`src/hdl/ept_pkg.sv`:
```
package ept_pkg;

  localparam int CNT_W = 32;
  localparam int POS_W = 48;
  localparam int VEL_FRAC = 16;
  localparam int VEL_QBITS = 47;
  localparam int DABS_W = 35;
  localparam int MUL_A_W = 35;
  localparam int MUL_B_W = 32;
  localparam int MUL_P_W = MUL_A_W + MUL_B_W;

  localparam logic signed [POS_W-1:0] POS_MAX = 48'sh7FFF_FFFF_FFFF;
  localparam logic signed [POS_W-1:0] NEG_MIN = 48'sh8000_0000_0000;

  localparam logic [CNT_W-1:0] TOP_DEFAULT = 32'd65535;
  localparam logic [CNT_W-1:0] CLOCK_DEFAULT = 32'd180000000;

  localparam logic CMD_SAMPLE = 1'b0;
  localparam logic CMD_SET_POS = 1'b1;

  typedef enum logic [1:0] {
    REG_COUNTER_TOP = 2'd0,
    REG_INVERT      = 2'd1,
    REG_CLOCK_HZ    = 2'd2,
    REG_LPF_TAU     = 2'd3
  } cfg_reg_t;

endpackage

```
`src/hdl/ept_div_step.sv`:
```
module ept_div_step
  import ept_pkg::*;
(
  input  logic [CNT_W-1:0] rem,
  input  logic             bit_in,
  input  logic [CNT_W-1:0] divisor,
  output logic [CNT_W-1:0] rem_next,
  output logic             q_bit
);

  logic [CNT_W+1:0] trial;

  // restoring step, rem is always below divisor
  assign trial = {1'b0, rem, bit_in} - {2'b00, divisor};
  assign q_bit = ~trial[CNT_W+1];
  assign rem_next = q_bit ? trial[CNT_W-1:0] : {rem[CNT_W-2:0], bit_in};

endmodule

```
`config.mk`:
```
export PLATFORM = sky130hd
export DESIGN_NAME = ept_div_step
export DESIGN_NICKNAME = d
export VERILOG_FILES = /design/src/hdl/ept_pkg.sv /design/src/hdl/ept_div_step.sv
export SDC_FILE = /design/constraint.sdc
export NUM_CORES = 1
export LEC_CHECK = 0
export BUFFER_PORTS_ARGS = -buffer_cell sky130_fd_sc_hd__buf_4
export CAP_MARGIN = 20
export CORE_MARGIN = 8
export CORE_UTILIZATION = 50
export DETAILED_ROUTE_END_ITERATION = 10
export PLACE_DENSITY_LB_ADDON = 0.05
export SYNTH_ARGS = -nofsm -noshare
export SYNTH_HDL_FRONTEND = slang
export SYNTH_SLANG_ARGS = --single-unit
```
`constraint.sdc`:
```
create_clock -name vclk -period 4
set_input_delay 0.4 -clock vclk [all_inputs]
set_output_delay 0.4 -clock vclk [all_outputs]
set_load 0.005 [all_outputs]
```
# After elaboration in Yosys (flattened, before gate mapping)
# Index checks and enable logic that the tools add are counted.
[word_totals]
register_bits = 0
input_bits = 65
out_inout_bits = 33
word_cells = 3
[classes]
n_addsub = 1
n_mux = 1
bitwise = 1
[op_table]
columns = ["operator", "count"]
rows = [
  ["$sub A33 B32 Y34", 1],
  ["$mux W32", 1],
  ["$not A1 Y1", 1],
]

# Depth between registers and ports, before layout
[logic_depth]
depth_word = 2
depth_mapped = 12
ltp_nobuf = 11

# Worst setup path before layout
# OpenSTA, ideal clock, no wires.
[synth_path]
kind = "input port to output port"
startpoint = "in bit_in"
endpoint = "out rem_next[30]"
t_arrival_ps = 2310
required_ps = 3600
setup_slack_ps = 1290
stages = 11
path_cell_list = "inv_1 > ha_1 > inv_1 > fa_1 > a21o_1 > a31oi_4 > nor3_2 > a31oi_2 > o21a_2 > o21ai_0 > a221oi_2"
[synth_via]
elab_chain_cells = 2
[synth_rtl]
columns = ["element", "line_no", "text"]
rows = [
  ["from (decl)", "ept_div_step.sv:5", "input logic bit_in,"],
  ["$sub A33 B32 Y34", "ept_div_step.sv:14", "assign trial = {1'b0, rem, bit_in} - {2'b00, divisor};"],
  ["$mux W32", "ept_div_step.sv:16", "assign rem_next = q_bit ? trial[CNT_W-1:0] : {rem[CNT_W-2:0], bit_in};"],
  ["to (decl)", "ept_div_step.sv:7", "output logic [CNT_W-1:0] rem_next,"],
]
# No other way between the ends.

# Worst setup path in the final report
# Ends and elaborated chain as after synthesis.

==> results.sh <==
export IMPL_status="complete, no violations"
export IMPL_slew_headroom=0.6677
export IMPL_wl_um=7494
export IMPL_die_y_um=85.70
export IMPL_synth_fp_nets=471
export IMPL_clockPowerShare=0
export IMPL_die_x_um=85.70
export IMPL_startpoint="bit_in"
export IMPL_num_vias=2933
export IMPL_slowest_stage="fa_1"
export IMPL_dp_hpwl_um=6498
export IMPL_p_per_area_mw_per_mm2=178.9
export IMPL_crit_path_max_incr_delay_ns=0.41
export IMPL_p_int_w=0.0002831
export IMPL_maxClockFrequency_ghz=0.3079
export IMPL_yosys_warnings=0
export IMPL_worst_setup_path_start_kind="input port"
export IMPL_start_util=0.5176
export IMPL_seq_power_share=0
export IMPL_synth_area_sq_mm=0.002429
export IMPL_fin_crit_sh=0.8121
export IMPL_grt_pass1_wl_um=12370
export IMPL_cp_arrival_ns=2.85
export IMPL_setup_tns_ns=0
export IMPL_grt_usage=0.1926
export IMPL_ys_seq_area_frac=0
export IMPL_hp_class="input port to output pin"
export IMPL_min_to="rem_next[21]"
export IMPL_crit_required_ns=3.60
export IMPL_clock_buffers=0
export IMPL_cap_viol_max_count=0
export IMPL_finalMaxSlewViolations=0
export IMPL_hold_depth=4
export IMPL_critPathCaptureType="output pin"
export IMPL_hold_viol=0
export IMPL_post_cts_setup_buffer_count=0
export IMPL_fin_util=0.6757
export IMPL_ios=98
export IMPL_drc=0
export IMPL_diodes=0
export IMPL_register_area_sq_um=0
export IMPL_path_class="input port to output pin"
export IMPL_tightest_slew_ns=0.4932
export IMPL_viasPerCell=5.706
export IMPL_drtAntennaViolNets=0
export IMPL_grt_pass1_vias=2874
export IMPL_period_minus_slack_ns=3.248
export IMPL_cts_resized=0
export IMPL_crit_fanout=5
export IMPL_setup_viol=0
export IMPL_synth_cell_types=61
export IMPL_grt_max_degree=21
export IMPL_dieArea_sq_mm=0.007344
export IMPL_nFlopsAndLatches=0
export IMPL_p_sw_w=0.0002841
export IMPL_min_from="rem[20]"
export IMPL_numPortBuffers=98
export IMPL_grt_antenna_before_repair=0
export IMPL_area_growth_pct=30.55
export IMPL_core_region_area_sq_mm=0.004692
export IMPL_path_cells="buf_4 -> inv_1 -> ha_1 -> inv_1 -> fa_1 -> a21o_1 -> a31oi_4 -> nor3_2 -> a31oi_2 -> o21a_2 -> o21ai_0 -> a221oi_2 -> buf_4"
export IMPL_rsz0062_at_grt="no"
export IMPL_pwr_share_comb=1.000
export IMPL_vdd_ir_drop_max_uv=109.5
export IMPL_firstDrtPassIters=4
export IMPL_grt_ovfl_total=0
export IMPL_routedWlPerCell_um=14.58
export IMPL_layout_drive_gt1_share=0.2826
export IMPL_avgSynthCellArea_sq_um=6.511
export IMPL_layout_nets=560
export IMPL_power_leakage_nw=1.612
export IMPL_swShare=0.5009
export IMPL_cts_hold_buf=0
export IMPL_syn_instance_count=373
export IMPL_gp_congestion=0.8862
export IMPL_drt_iter0_drc=95
export IMPL_row_count=25
-- routing by layer --
layer / part of all wire / GRT usage
met1: 0.44 / 0.2289
met2: 0.49 / 0.3618
met3: 0.059 / 0.03247
met4: 0.0048 / 0.01274
met5: 0 / 0
-- cell usage in the layout, fill, tap and decap left out, types with 4 or more instances in the layout --
cell,instances
a21o_1,12
a21oi_1,30
a21oi_2,4
a31oi_1,7
and3_1,5
buf_4,101
ha_1,32
inv_1,42
nand2_1,52
nand3_1,7
nor2_1,27
nor3_1,5
o211ai_1,4
o21a_1,4
o21ai_0,36
o21bai_1,4
o31ai_1,4
xnor2_1,13
xor2_1,9
-- final cells by class --
class                           instances  area (sq um)
Fill cell                             447          1521
Inverter                               44         165.2
Multi-Input combinational cell        315          2180
Tap cell                               54         67.56
Timing Repair Buffer                  101         758.2
-- cell families (layout without fill, tap and decap cells) --
| logic type | after synthesis | count (layout) | share of synthesized area |
|---|---|---|---|
| AO/OA/AOI/OAI | 140 | 140 | 0.4019 |
| AND/OR/NAND/NOR | 116 | 116 | 0.2231 |
| buffers and inverters | 58 | 145 | 0.1025 |
| adder cells (fa/ha/maj) | 33 | 33 | 0.1731 |
| XOR/XNOR | 22 | 22 | 0.07934 |
| multiplexers | 4 | 4 | 0.02009 |
-- worst max path at each step --
| stage | cells past startpoint | end |
|---|---|---|
| detailed placement | 13 | rem_next[30] |
| global placement | 13 | rem_next[30] |
| global route | 12 | rem_next[31] |
| floorplan | 11 | rem_next[30] |
| finish | 13 | rem_next[30] |
| CTS | 13 | rem_next[30] |
-- critical path: cells and delay by family --
| family | cells | cell delay, ns |
|---|---|---|
| AO/OA/AOI/OAI | 6 | 1.42 |
| adder cells (fa/ha/maj) | 2 | 0.58 |
| buffers and inverters | 4 | 0.36 |
| AND/OR/NAND/NOR | 1 | 0.09 |
-- synth_stat cells (all sizes together), types with 2 or more instances --
master,number,area [sq um]
a211o,3,26.28
a211oi,5,47.54
a21boi,3,22.52
a21o,14,107.6
a21oi,34,185.2
a221oi,2,23.77
a31oi,9,77.57
and3,5,31.28
and4,3,26.28
buf,10,68.81
clkbuf,4,15.01
ha,32,400.4
inv,44,165.2
mux2,4,48.79
nand2,52,195.2
nand2b,2,12.51
nand3,7,35.03
nand4,3,18.77
nor2,28,107.6
nor2b,2,12.51
nor3,7,51.30
o2111a,2,22.52
o2111ai,2,17.52
o211ai,4,30.03
o21a,5,38.79
o21ai,39,198.9
o21bai,4,30.03
o221a,2,22.52
o31ai,5,51.30
or2,3,18.77
xnor2,13,113.9
xor2,9,78.83
-- power by group through the flow --
stage | Combinational [W] | Clock (W) | Sequential, W
2_1_floorplan | 0.000346 | 0 | 0
3_3_place_gp | 0.000559 | 0 | 0
3_5_place_dp | 0.000566 | 0 | 0
4_1_cts | 0.000569 | 0 | 0
5_1_grt | 0.000625 | 0 | 0
6_report | 0.000567 | 0 | 0
-- per-stage QoR --
stage                     hold WS (ns)  instance area [sq um]   power, W  setup slack (ns)  cells
after detailed placement         1.089                   3171  0.0005658            0.7876    514
after CTS                        1.091                   3171  0.0005688            0.7757    514
after global placement           1.084                   3171  0.0005586            0.7809    514
after global routing             1.116                   3171  0.0006253            0.5762    514
after floorplan                 0.8941                   2429  0.0003465             1.290    373
final                            1.089                   3171  0.0005671            0.7517    514
Note: power is estimated with default switching activity, not from simulation.
