File: config.mk
export PLATFORM = sky130hd
export DESIGN_NAME = ept_mul
export DESIGN_NICKNAME = d
export VERILOG_FILES = /design/src/hdl/ept_pkg.sv /design/src/hdl/ept_mul.sv
export SDC_FILE = /design/constraint.sdc
export NUM_CORES = 2
export LEC_CHECK = 0
export BUFFER_PORTS_ARGS = -buffer_cell sky130_fd_sc_hd__buf_4
export CORE_MARGIN = 10
export CORE_UTILIZATION = 50
export CTS_BUF_LIST = sky130_fd_sc_hd__clkbuf_4
export CTS_CLUSTER_SIZE = 20
export DETAILED_ROUTE_END_ITERATION = 8
export HOLD_SLACK_MARGIN = 0.08
export PLACE_DENSITY = 0.64
export RECOVER_POWER = 25
export REMOVE_ABC_BUFFERS = 1
export SLEW_MARGIN = 5
export SYNTH_ARGS = -nofsm -noshare
export SYNTH_HDL_FRONTEND = slang
export SYNTH_SLANG_ARGS = --single-unit
export TNS_END_PERCENT = 20
File: constraint.sdc
create_clock -name clk -period 9.5 [get_ports clk]
set_input_delay 1.9 -clock clk [delete_from_list [all_inputs] [get_ports clk]]
set_output_delay 1.9 -clock clk [all_outputs]
set_load 0.05 [all_outputs]
File: src/hdl/ept_pkg.sv
package ept_pkg;

  localparam int CNT_W = 32;
  localparam int POS_W = 48;
  localparam int VEL_FRAC = 16;
  localparam int VEL_QBITS = 47;
  localparam int DABS_W = 35;
  localparam int MUL_A_W = 35;
  localparam int MUL_B_W = 32;
  localparam int MUL_P_W = MUL_A_W + MUL_B_W;

  localparam logic signed [POS_W-1:0] POS_MAX = 48'sh7FFF_FFFF_FFFF;
  localparam logic signed [POS_W-1:0] NEG_MIN = 48'sh8000_0000_0000;

  localparam logic [CNT_W-1:0] TOP_DEFAULT = 32'd65535;
  localparam logic [CNT_W-1:0] CLOCK_DEFAULT = 32'd180000000;

  localparam logic CMD_SAMPLE = 1'b0;
  localparam logic CMD_SET_POS = 1'b1;

  typedef enum logic [1:0] {
    REG_COUNTER_TOP = 2'd0,
    REG_INVERT      = 2'd1,
    REG_CLOCK_HZ    = 2'd2,
    REG_LPF_TAU     = 2'd3
  } cfg_reg_t;

endpackage

File: src/hdl/ept_mul.sv
module ept_mul
  import ept_pkg::*;
(
  input  logic               clk,
  input  logic [MUL_A_W-1:0] a,
  input  logic [MUL_B_W-1:0] b,
  output logic [MUL_P_W-1:0] p
);

  always_ff @(posedge clk) begin
    p <= {{MUL_B_W{1'b0}}, a} * {{MUL_A_W{1'b0}}, b};
  end

endmodule

; Word level (Yosys, flattened, before mapping)
; Index checks and enable logic that the tools add are counted.
[totals]
regBits = 67
in_bits = 68
[op_classes]
mul = 1
[ops]
columns = operator, count
row1 = 35-bit by 32-bit multiplier with 67-bit output, 1

; Longest topological paths before layout
[depth]
depth_word = 1
mapped_depth = 28

; Worst setup path before layout
; No wires, ideal clock.
[synth_timing]
path_kind = input-to-reg
from = in b[2]
to = reg p[65]
t_arrival_ps = 8685
path_slack_ps = 743
stages = 27
n_path_buf = 3
path_cell_list = clkbuf_1 -> clkbuf_1 -> nand2_1 -> fa_1 -> inv_1 -> fa_1 -> inv_1 -> fa_1 -> fa_1 -> inv_1 -> fa_1 -> inv_1 -> fa_1 -> inv_1 -> fa_1 -> fa_1 -> ha_1 -> buf_2 -> a211oi_1 -> nor2_1 -> or4_1 -> o2111ai_1 -> nand3b_1 -> a21oi_1 -> o31ai_1 -> a21oi_1 -> xnor2_1
[synth_between]
elab_chain_cells = 1
[synth_lines]
columns = item, line_no
row1 = "start, declared", ept_mul.sv:6  ; input logic [MUL_B_W-1:0] b,
row2 = 35-bit by 32-bit multiplier with 67-bit output, ept_mul.sv:11  ; p <= {{MUL_B_W{1'b0}}, a} * {{MUL_A_W{1'b0}}, b};
row3 = "end signal, assigned", ept_mul.sv:11
row4 = "end, declared", ept_mul.sv:7  ; output logic [MUL_P_W-1:0] p
; No other way between the ends.

; Worst setup path after layout
[layout_timing]
from = in a[10]
to = reg p[64]
[layout_between]
elab_chain_cells = 1
[layout_lines]
columns = item, line_no
row1 = "start, declared", ept_mul.sv:5  ; input logic [MUL_A_W-1:0] a,
row2 = 35-bit by 32-bit multiplier with 67-bit output, ept_mul.sv:11
; No other way between the ends.

==> impl_table.tex <==
\begin{tabular}{lr}
\hline
Metric & Value \\
\hline
\multicolumn{2}{l}{\textbf{Status}} \\
Outcome & completed \\
\multicolumn{2}{l}{\textbf{Synthesis}} \\
Synthesized netlist cell count & 4107 \\
Sequential fraction of the synthesis area & 3.595\% \\
Synth async-reset ratio & 0\% \\
Largest area contributor in the synthesized netlist & sky130\_fd\_sc\_hd\_\_fa\_1 \\
Number of synthesized flops with an enable pin & 0 \\
Post-Syn Area per Cell & 9.084 um\^{}2 \\
Share of the synthesized area in the top cell type & 52.91\% \\
Summed instance area of the synthesized netlist & 0.03731 mm\^{}2 \\
Number of warnings printed during yosys synthesis & 0 \\
Leading register cell type out of synthesis & sky130\_fd\_sc\_hd\_\_dfxtp\_1 \\
Count of cell types in the netlist & 64 \\
Top cells by area, synth & sky130\_fd\_sc\_hd\_\_fa\_1 53\%, sky130\_fd\_sc\_hd\_\_inv\_1 9.8\%, sky130\_fd\_sc\_hd\_\_ha\_1 8.9\% \\
Post-synthesis register bit count & 67 \\
\multicolumn{2}{l}{\textbf{Global routing}} \\
Overall Global Routing Usage & 26.01\% \\
Maximum number of pins on one net before global-route repair & 36 \\
Initial antenna violation count & 6 \\
Global-route congestion overflow total & 0 \\
First-pass GRT wire length & 172600 um \\
Via count of the first global-routing pass & 30318 \\
\multicolumn{2}{l}{\textbf{Final layout}} \\
Layout-stage area growth over the synthesis result & 5.758\% \\
Area occupied by registers & 0.001341 mm\^{}2 \\
Flip-flop count of the largest register, all copies and words added & 67 \\
Layout fillers & 6965 \\
Share of final-layout standard cells stronger than drive strength 1 & 5.718\% \\
Area of the multi-input gates & 0.03146 mm\^{}2 \\
Registers with the highest flip-flop counts & p x67 \\
Top reg by flops & p \\
Final Net Count & 5442 \\
Core utilization of the finished layout & 53.18\% \\
\multicolumn{2}{l}{\textbf{Critical path}} \\
Data arrival time at the worst-slack endpoint & 9.39 ns \\
Crit Path Category & input pin to flop \\
Slowest cell delay on critical path & 0.56 ns \\
Cells along the critical path & buf\_4 > buf\_4 > nand2\_1 > fa\_1 > inv\_1 > fa\_1 > fa\_1 > fa\_1 > fa\_1 > fa\_1 > fa\_1 > inv\_1 > fa\_1 > inv\_1 > ha\_1 > nand2\_1 > or3\_4 > o311ai\_2 > a31oi\_1 > a31oi\_2 > a21oi\_4 > o41ai\_2 > xor2\_1 \\
CP Capture Type & flop \\
First element of the critical path & a[10] \\
Category of cells accounting for the largest share of critical-path delay & adder cells \\
Endpoint required time on the critical path & 9.96 ns \\
CP max-delay cell & sky130\_fd\_sc\_hd\_\_fa\_1 \\
Worst setup SP type & input pin \\
Cell seen most often among critical-path stages & sky130\_fd\_sc\_hd\_\_fa\_1 \\
Stages on the worst setup path & 23 \\
CP bufs+invs & 5 \\
Critical path peak fanout & 24 \\
\multicolumn{2}{l}{\textbf{Worst hold path}} \\
Worst hold path startpoint & b[0] \\
Worst hold path depth & 2 \\
Type of the worst min-delay path & input pin to flop \\
\multicolumn{2}{l}{\textbf{Clock tree}} \\
Post-CTS Setup Repair Bufs & 0 \\
Number of gates resized after CTS & 0 \\
Clock tree from TritonCTS & built \\
Clock-pin slew on the worst setup and hold paths & 0.17 ns \\
CTS sink cnt & 67 \\
Cts hold-fix bufs & 0 \\
Total clock buffers created by CTS & 9 \\
Number of H-tree levels & 3 \\
Clock root buffer & sky130\_fd\_sc\_hd\_\_clkbuf\_4 \\
Deepest clock path buffer count & 2 \\
\multicolumn{2}{l}{\textbf{Timing}} \\
Final clock period utilization by the worst path & 94.05\% \\
Worst slew pin tran & 1.316 ns \\
Hold Violations, Final & 0 \\
Post-route setup TNS & 0 ns \\
Final period demand of the worst path & 8.935 ns \\
Max frequency & 111.9 MHz \\
Rel. slew slack & 12.28\% \\
Final Slew Violations & 0 \\
Setup repair after global routing missed its margin & no \\
Number of setup violations in the final report & 0 \\
\multicolumn{2}{l}{\textbf{Drt}} \\
Post-route DRC violation count & 0 \\
Total met3 wirelength after detailed routing & 8763 um \\
Met1 routed wirelength after detailed routing & 46010 um \\
Number of DRC violations after detailed-routing iteration 0 & 1696 \\
Vias per Instance & 5.353 \\
First-pass iteration count of the detailed router & 5 \\
Met2 WL & 49290 um \\
Via Count & 27285 \\
WL final & 106600 um \\
Number of nets still failing antenna checks after routing & 0 \\
Highest signal layer in the routed design & met5 \\
Wire per inst & 20.90 um \\
\multicolumn{2}{l}{\textbf{Place}} \\
Buffers on Ports & 134 \\
Routability-driven placement congestion ratio & 0.9260 \\
Half-perimeter wire length after detailed placement & 87740 um \\
\multicolumn{2}{l}{\textbf{Floorplan}} \\
Vert. Die Dim & 293.2 um \\
Row Count & 100 \\
Io pins & 135 \\
Core region area & 0.07420 mm\^{}2 \\
Starting Density & 50.28\% \\
Die Span X & 293.2 um \\
Die area & 0.08594 mm\^{}2 \\
\multicolumn{2}{l}{\textbf{Run}} \\
Maximum capacitance violations & 0 \\
\hline
\end{tabular}
## cell type report
type / count / share of cell area [%]
multi-input combinational: 2841 / 79.72
inverter: 973 / 9.257
timing repair buffer: 230 / 4.135
sequential: 67 / 3.400
tap: 969 / 3.073
clock inverter: 7 / 0.2347
clock buffer: 9 / 0.1712
antenna: 1 / 0.006342
## path summary, 6_finish.rpt
kind / end / slack (ns)
hold / removal: p[0] / 1.89
setup / recovery: p[64] / 0.57
## cells in the mapped netlist (all sizes together) (5+ instances only)
library cell    n
o211ai          5
buf             8
inv           973
o31ai           6
fa            986
clkbuf        218
a21oi          75
a31oi           8
o21a            5
o21ai          45
nor3            9
and2          506
xor2           24
o21bai         17
dfxtp          67
a211oi         15
nor2           45
ha            266
nand4          15
nand2         685
nand3          12
xnor2          41
a21o           23
## placed cells by master, fill, tap and decap left out, types with 3 or more instances in the layout
| cell | netlist | layout |
|---|---|---|
| sky130_fd_sc_hd__fa_1 | 986 | 986 |
| sky130_fd_sc_hd__inv_1 | 973 | 973 |
| sky130_fd_sc_hd__nand2_1 | 685 | 685 |
| sky130_fd_sc_hd__and2_1 | 505 | 504 |
| sky130_fd_sc_hd__ha_1 | 266 | 266 |
| sky130_fd_sc_hd__buf_4 | 0 | 196 |
| sky130_fd_sc_hd__a21oi_1 | 70 | 70 |
| sky130_fd_sc_hd__dfxtp_1 | 67 | 67 |
| sky130_fd_sc_hd__nor2_1 | 45 | 45 |
| sky130_fd_sc_hd__xnor2_1 | 41 | 41 |
| sky130_fd_sc_hd__o21ai_0 | 36 | 36 |
| sky130_fd_sc_hd__clkbuf_1 | 218 | 32 |
| sky130_fd_sc_hd__xor2_1 | 24 | 24 |
| sky130_fd_sc_hd__a21o_1 | 22 | 22 |
| sky130_fd_sc_hd__o21bai_1 | 17 | 17 |
| sky130_fd_sc_hd__nand4_1 | 15 | 15 |
| sky130_fd_sc_hd__a211oi_1 | 14 | 14 |
| sky130_fd_sc_hd__nand3_1 | 12 | 12 |
| sky130_fd_sc_hd__clkbuf_4 | 0 | 9 |
| sky130_fd_sc_hd__o21ai_1 | 8 | 8 |
| sky130_fd_sc_hd__nor3_1 | 7 | 7 |
| sky130_fd_sc_hd__a31oi_1 | 6 | 6 |
| sky130_fd_sc_hd__o31ai_1 | 6 | 6 |
| sky130_fd_sc_hd__a211o_1 | 4 | 4 |
| sky130_fd_sc_hd__o21a_1 | 4 | 4 |
| sky130_fd_sc_hd__o211ai_1 | 4 | 4 |
| sky130_fd_sc_hd__and3_1 | 4 | 4 |
| sky130_fd_sc_hd__o221ai_1 | 4 | 4 |
| sky130_fd_sc_hd__and4_1 | 3 | 3 |
| sky130_fd_sc_hd__nand3b_1 | 3 | 3 |
| sky130_fd_sc_hd__nand2b_1 | 3 | 3 |
| sky130_fd_sc_hd__a21oi_2 | 3 | 3 |
| sky130_fd_sc_hd__nor2b_1 | 3 | 3 |
| sky130_fd_sc_hd__o2111ai_1 | 3 | 3 |
## kinds of logic after synthesis
kind of cell,Yosys count,synth area share [%]
AO/OA/AOI/OAI,226,4.051
XOR/XNOR,65,1.526
adder cells (fa/ha/maj),1252,61.83
buffers and inverters,1199,12.09
flip-flops,67,3.595
AND/OR/NAND/NOR,1298,16.91
## through the flow
stage | instances | hold slack (ns) | worst slack [ns] | cell area, um^2
after global routing | 5097 | 1.870 | 0.2205 | 39460
after global placement | 5080 | 2.352 | 0.1617 | 39430
after CTS | 5096 | 1.845 | 0.6516 | 39590
after floorplan | 3881 | 2.022 | 1.226 | 36450
final | 5097 | 1.888 | 0.5652 | 39460
after detailed placement | 5080 | 2.352 | 0.1031 | 39430
## per-layer routing
| layer | up-vias | global-route usage (%) |
|---|---|---|
| li1 | 11841 | - |
| met1 | 14313 | 35.79 |
| met2 | 951 | 42.13 |
| met3 | 176 | 5.306 |
| met4 | 4 | 5.621 |
| met5 | - | 0 |
Power is left out: the tool's default activity adds up to more than one toggle a clock period on the data nets, which glitch-free logic cannot reach.
